### config.mk
export PLATFORM = sky130hd
export DESIGN_NAME = su2slp_link_ram
export DESIGN_NICKNAME = d
export VERILOG_FILES = /design/src/su2slp_pkg.sv /design/src/su2slp_link_ram.sv
export SDC_FILE = /design/constraint.sdc
export NUM_CORES = 2
export LEC_CHECK = 0
export BUFFER_PORTS_ARGS = -buffer_cell sky130_fd_sc_hd__buf_2
export CORE_UTILIZATION = 40
export DETAILED_ROUTE_END_ITERATION = 7
export HOLD_SLACK_MARGIN = 0.12
export PLACE_DENSITY_LB_ADDON = 0.15
export SLEW_MARGIN = 5
export SYNTH_ARGS = -nofsm -noshare
export SYNTH_HDL_FRONTEND = slang
export SYNTH_MEMORY_MAX_BITS = 65536
export SYNTH_SLANG_ARGS = --single-unit
### constraint.sdc
create_clock -name clk_i -period 15 [get_ports clk_i]
set_input_delay 3 -clock clk_i [delete_from_list [all_inputs] [get_ports clk_i]]
set_output_delay 3 -clock clk_i [all_outputs]
set_load 0.05 [all_outputs]
### src/su2slp_pkg.sv
// ----------------------------------------------------------------------------
// su2slp_pkg
// Shared types, widths and tables of the SU(2) staple link projection block.
// ----------------------------------------------------------------------------
package su2slp_pkg;

  localparam int SPACE_EXTENT_DEF = 16;
  localparam int TIME_EXTENT_DEF  = 8;

  localparam int FRAC_BITS  = 16;
  localparam int LINK_W     = FRAC_BITS + 2;
  localparam int QX_W       = LINK_W + 2;
  localparam int SUM_W      = LINK_W + 6;
  localparam int PROD_W     = 2 * SUM_W;
  localparam int SQ_W       = PROD_W;
  localparam int ROOT_W     = SQ_W / 2;
  localparam int ROOT_STEPS = SQ_W / 2;
  localparam int QUO_W      = FRAC_BITS + 2;
  localparam int NUM_W      = SUM_W + FRAC_BITS;
  localparam int CNT_W      = 5;
  localparam int ONE_FX     = 1 << FRAC_BITS;

  typedef logic [LINK_W-1:0] comp_t;
  typedef comp_t [3:0] link_t;

  localparam logic signed [LINK_W-1:0] ONE_LINK = LINK_W'(ONE_FX);
  localparam link_t IDENTITY_LINK = {comp_t'(0), comp_t'(0), comp_t'(0), comp_t'(ONE_FX)};

  typedef enum logic [1:0] {
    ACT_WRITE = 2'd0,
    ACT_MIN   = 2'd1,
    ACT_READ  = 2'd2
  } action_e;

  typedef enum logic [4:0] {
    ST_CLEAR,
    ST_IDLE,
    ST_RD_WAIT,
    ST_RD_TAKE,
    ST_LD_ADDR,
    ST_LD_WAIT,
    ST_LD_TAKE,
    ST_MUL1,
    ST_MUL2,
    ST_DRAIN,
    ST_SQ,
    ST_SQ_DRAIN,
    ST_ROOT_INIT,
    ST_ROOT,
    ST_ROOT_DONE,
    ST_DIV_INIT,
    ST_DIV,
    ST_DIV_FIN,
    ST_STORE,
    ST_RESP
  } state_e;

  typedef enum logic [1:0] {
    STEP_NONE,
    STEP_UP,
    STEP_DOWN
  } step_e;

  typedef enum logic [1:0] {
    DST_X,
    DST_SUM,
    DST_SQ
  } dst_e;

  typedef struct packed {
    step_e mu_step;
    step_e nu_step;
    logic  on_nu;
    logic  conj;
  } ld_sel_t;

  typedef struct packed {
    logic [1:0] ai;
    logic [1:0] bi;
    logic       neg;
  } qterm_t;

  // staple factors: first triple then second triple of one plane
  function automatic ld_sel_t ld_sel(logic [2:0] idx);
    ld_sel_t r;
    case (idx)
      3'd0:    r = '{mu_step: STEP_UP,   nu_step: STEP_NONE, on_nu: 1'b1, conj: 1'b0};
      3'd1:    r = '{mu_step: STEP_NONE, nu_step: STEP_UP,   on_nu: 1'b0, conj: 1'b1};
      3'd2:    r = '{mu_step: STEP_NONE, nu_step: STEP_NONE, on_nu: 1'b1, conj: 1'b1};
      3'd3:    r = '{mu_step: STEP_UP,   nu_step: STEP_DOWN, on_nu: 1'b1, conj: 1'b1};
      3'd4:    r = '{mu_step: STEP_NONE, nu_step: STEP_DOWN, on_nu: 1'b0, conj: 1'b1};
      default: r = '{mu_step: STEP_NONE, nu_step: STEP_DOWN, on_nu: 1'b1, conj: 1'b0};
    endcase
    return r;
  endfunction

  // one partial product of a quaternion product, four per component
  function automatic qterm_t qterm(logic [3:0] s);
    qterm_t r;
    case (s)
      4'd0:    r = '{ai: 2'd0, bi: 2'd0, neg: 1'b0};
      4'd1:    r = '{ai: 2'd1, bi: 2'd1, neg: 1'b1};
      4'd2:    r = '{ai: 2'd2, bi: 2'd2, neg: 1'b1};
      4'd3:    r = '{ai: 2'd3, bi: 2'd3, neg: 1'b1};
      4'd4:    r = '{ai: 2'd0, bi: 2'd1, neg: 1'b0};
      4'd5:    r = '{ai: 2'd1, bi: 2'd0, neg: 1'b0};
      4'd6:    r = '{ai: 2'd2, bi: 2'd3, neg: 1'b1};
      4'd7:    r = '{ai: 2'd3, bi: 2'd2, neg: 1'b0};
      4'd8:    r = '{ai: 2'd0, bi: 2'd2, neg: 1'b0};
      4'd9:    r = '{ai: 2'd2, bi: 2'd0, neg: 1'b0};
      4'd10:   r = '{ai: 2'd3, bi: 2'd1, neg: 1'b1};
      4'd11:   r = '{ai: 2'd1, bi: 2'd3, neg: 1'b0};
      4'd12:   r = '{ai: 2'd0, bi: 2'd3, neg: 1'b0};
      4'd13:   r = '{ai: 2'd3, bi: 2'd0, neg: 1'b0};
      4'd14:   r = '{ai: 2'd1, bi: 2'd2, neg: 1'b1};
      default: r = '{ai: 2'd2, bi: 2'd1, neg: 1'b0};
    endcase
    return r;
  endfunction

  function automatic link_t conj_link(link_t v);
    link_t r;
    r[0] = v[0];
    r[1] = -v[1];
    r[2] = -v[2];
    r[3] = -v[3];
    return r;
  endfunction

  function automatic comp_t sat_comp(logic signed [LINK_W-1:0] v);
    comp_t r;
    r = comp_t'(v);
    if (v > ONE_LINK) r = comp_t'(ONE_LINK);
    if (v < -ONE_LINK) r = comp_t'(-ONE_LINK);
    return r;
  endfunction

endpackage

### src/su2slp_link_ram.sv
// ----------------------------------------------------------------------------
// su2slp_link_ram
// Single write port, single registered read port link memory.
// ----------------------------------------------------------------------------
module su2slp_link_ram
  import su2slp_pkg::*;
#(
  parameter int DEPTH = 64,
  parameter int AW    = 6
) (
  input  logic          clk_i,
  input  logic          we_i,
  input  logic [AW-1:0] waddr_i,
  input  link_t         wdata_i,
  input  logic [AW-1:0] raddr_i,
  output link_t         rdata_o
);

  link_t mem [DEPTH];
  link_t rdata_q;

  always_ff @(posedge clk_i) begin
    if (we_i) begin
      mem[waddr_i] <= wdata_i;
    end
    rdata_q <= mem[raddr_i];
  end

  assign rdata_o = rdata_q;

endmodule

==> flow_summary_export.csv <==
group,metric,value,unit
outcome,status,"finished clean",
detailed_routing,drc,0,
floorplanning,design.core.area,0.435,sq mm
finish,syn2layout_area_growth,13.7,%
placement,hpwl,284000,um
finish,mostFrequentLayoutCell,"edfxtp_1",
synth,ys_ff_latch,4680,
floorplanning,io_pins,158,
finish,mostFrequentLayoutCells,"4,608 x edfxtp_1, 1,152 x mux4_2, 482 x clkbuf_16",
detailed_routing,vias,85200,
timing,rsz0062_at_grt,"no",
detailed_routing,via_per_inst,6.11,
clock_tree,cts.path.max_buffers,4,
power_and_ir_drop,ir_worst_vdd,0.120,mV
power_and_ir_drop,sw_frac_of_total,0.218,
grt,antenna_found_initial,46,
worst_setup_path,end_kind,"flop",
grt,grt_usage,0.240,
clock_tree,cts_tree,"yes",
power_and_ir_drop,p_seq_frac,0.529,
power_and_ir_drop,p_clk_frac,0.422,
worst_setup_path,path_class,"primary input to flop",
detailed_routing,wl,536000,um
floorplanning,die_w,664,um
timing,skew,0.0671,ns
clock_tree,cts_buffers,477,
timing,tns,0,ns
timing,period_share,0.435,
timing,period_minus_slack,6.52,ns
worst_setup_path,crit_chain,"buf_8 > buf_4 > buf_12 > buf_4 > mux4_2 > mux2i_1 > a211oi_1 > o211a_1",
finish,nets,7859,
synth,synth-edff-count,4608,
timing,hold_violations,0,
synth,synthArstFlopShare,0,
power_and_ir_drop,p_sw,5.99,mW
synth,yosys_warnings,0,
worst_setup_path,critPathTopFamily,"buffers and inverters",
placement,portBuffers,157,
floorplanning,start_util,0.403,
clock_tree,clock_sinks,4680,
worst_setup_path,crit_buf_inv,4,
worst_setup_path,crit_required,15.90,ns
finish,final_area,0.199,sq mm
timing,max_freq,153,MHz
synth,syn_inst,7305,
worst_setup_path,critPathLaunchType,"primary input",
job,max-cap-violations,0,
synth,yosys.cell_types.count,27,
worst_setup_path,crit_top_cell,"buf_4",
worst_setup_path,crit_path_max_incr_delay,0.81,ns
power_and_ir_drop,p_leak,61.4,nW
floorplanning,dieArea,0.441,sq mm
worst_hold_path,worstHoldPathType,"flop to flop",
clock_tree,cts_root_buf,"clkbuf_16",
floorplanning,placementRows,242,
timing,setup_violations,0,
power_and_ir_drop,p_int,21.5,mW
clock_tree,cts_setup_buffers,0,
placement,place_area,0.184,sq mm
grt,grt_pass1_wl,731000,um
floorplanning,chipHeight,664,um
synth,syn_avg_cell_area,24.0,sq um
timing,drv_slew,0,
synth,ys_seq_area_frac,0.798,
placement,gp_congestion,0.764,
worst_setup_path,slowest_stage,"buf_4",
worst_setup_path,worstPathMaxFanout,104,
power_and_ir_drop,comb_power_share,0.049,
clock_tree,clk-insertion-delay-late,1.02,ns
detailed_routing,first_pass_iters,5,
power_and_ir_drop,p_total,27.5,mW
detailed_routing,drt_iter0_markers,10100,
clock_tree,cts_resized,0,
placement,dp_slack,7.55,ns
clock_tree,clkTransAtPathRegs,0.06,ns
timing,setup_ws,8.48,ns
synth,synth_nets,7391,
detailed_routing,wl_per_cell,38.5,um
grt,gr-total-overflow,0,
clock_tree,htreeDepth,5,
detailed_routing,detail-route-antenna-nets,0,
finish,final_cells,13900,
timing,tightest_slew,1.34,ns
worst_setup_path,arrival,7.43,ns
placement,dp.cells,13000,
power_and_ir_drop,power_density,138,mW/mm^2
grt,grt_pass1_vias,86000,
finish,drive_gt1_frac,0.282,
synth,synthFlopType,"edfxtp_1",
grt,grt_start_max_net_pins,119,
synth,synth_area,0.175,sq mm
clock_tree,postCtsHoldBufs,0,
timing,relSlewSlack,0.0984,
[path summary, 6_finish.rpt]
path                                            start             endpoint  slack (ns)  cells after the start
worst max-delay path                       raddr_i[1]  rdata_o[65]$_DFF_P_        8.48                      8
worst min-delay path            mem[20][69]$_DFFE_PP_  rdata_o[69]$_DFF_P_        0.82                      4
worst max register to register   mem[36][1]$_DFFE_PP_   rdata_o[1]$_DFF_P_       12.92                      4
worst min register to register  mem[20][69]$_DFFE_PP_  rdata_o[69]$_DFF_P_        0.82                      4
[logic make-up after synthesis]
group           Yosys count  synth area share
flops                  4680             0.798
mux                    1260             0.154
simple gates            317           0.00882
buf+inv                 418            0.0116
compound gates          630            0.0274
[registers in the layout, summed over array words and instances (netlist names)]
register	flops
mem	4608
rdata_o	72
[cell type report]
cell class / count / area, sq um
antenna: 20 / 50.0
clock buffer: 642 / 12900
clock inverter: 251 / 2310
fill: 35800 / 236000
multi-input combinational: 2207 / 33900
sequential: 4680 / 140000
tap: 5734 / 7170
timing repair buffer: 407 / 2930
[synthesized netlist by cell type, types with 3 or more instances]
cell type  count  area (sq um)
buf_2        190           951
nand3_1      128           641
o211a_1       72           721
nand2_1        8          30.0
clkbuf_1     143           537
buf_1         27           101
o22ai_1      144           901
mux4_2      1152         25900
nor2_1       120           450
and2_1         3          18.8
a211oi_1      72           541
nand3b_1      26           195
a22oi_1      288          2160
dfxtp_1       72          1440
nand2b_1       9          56.3
or3_1          3          18.8
mux2i_1      108          1080
nor2b_1        9          56.3
o221ai_1      54           473
buf_4         56           420
or3b_2         4          35.0
edfxtp_1    4608        138000
[metal layers]
metal,global-route usage,up-vias,share of wire
met5,0,-,0.000041
met4,0.0610,4,0.028
met3,0.0355,740,0.067
met2,0.401,3578,0.50
met1,0.334,48000,0.41
li1,-,32800,-
[stage by stage]
stage | util | hold slack, ns
floorplan | - | 0.780
global placement | 0.422 | 0.819
detailed placement | 0.422 | 0.816
CTS | 0.458 | 0.821
global route | 0.458 | 0.871
finish | 0.458 | 0.821
[worst reg2reg max path, cell delays in order (launching register included)]
cell and delay (ns):
edfxtp_1 0.32, mux4_2 0.23, mux2i_1 0.13, a211oi_1 1.14
o211a_1 0.24
[power groups by stage]
stage | Clock [mW] | Combinational (mW) | Sequential (mW)
floorplan | 0 | 0.665 | 14.9
global placement | 0 | 1.33 | 14.8
detailed placement | 0 | 1.35 | 14.8
CTS | 11.8 | 1.36 | 14.5
global route | 12.3 | 1.41 | 14.5
finish | 11.6 | 1.33 | 14.5
No activity file was read; power rests on OpenSTA's default activity.
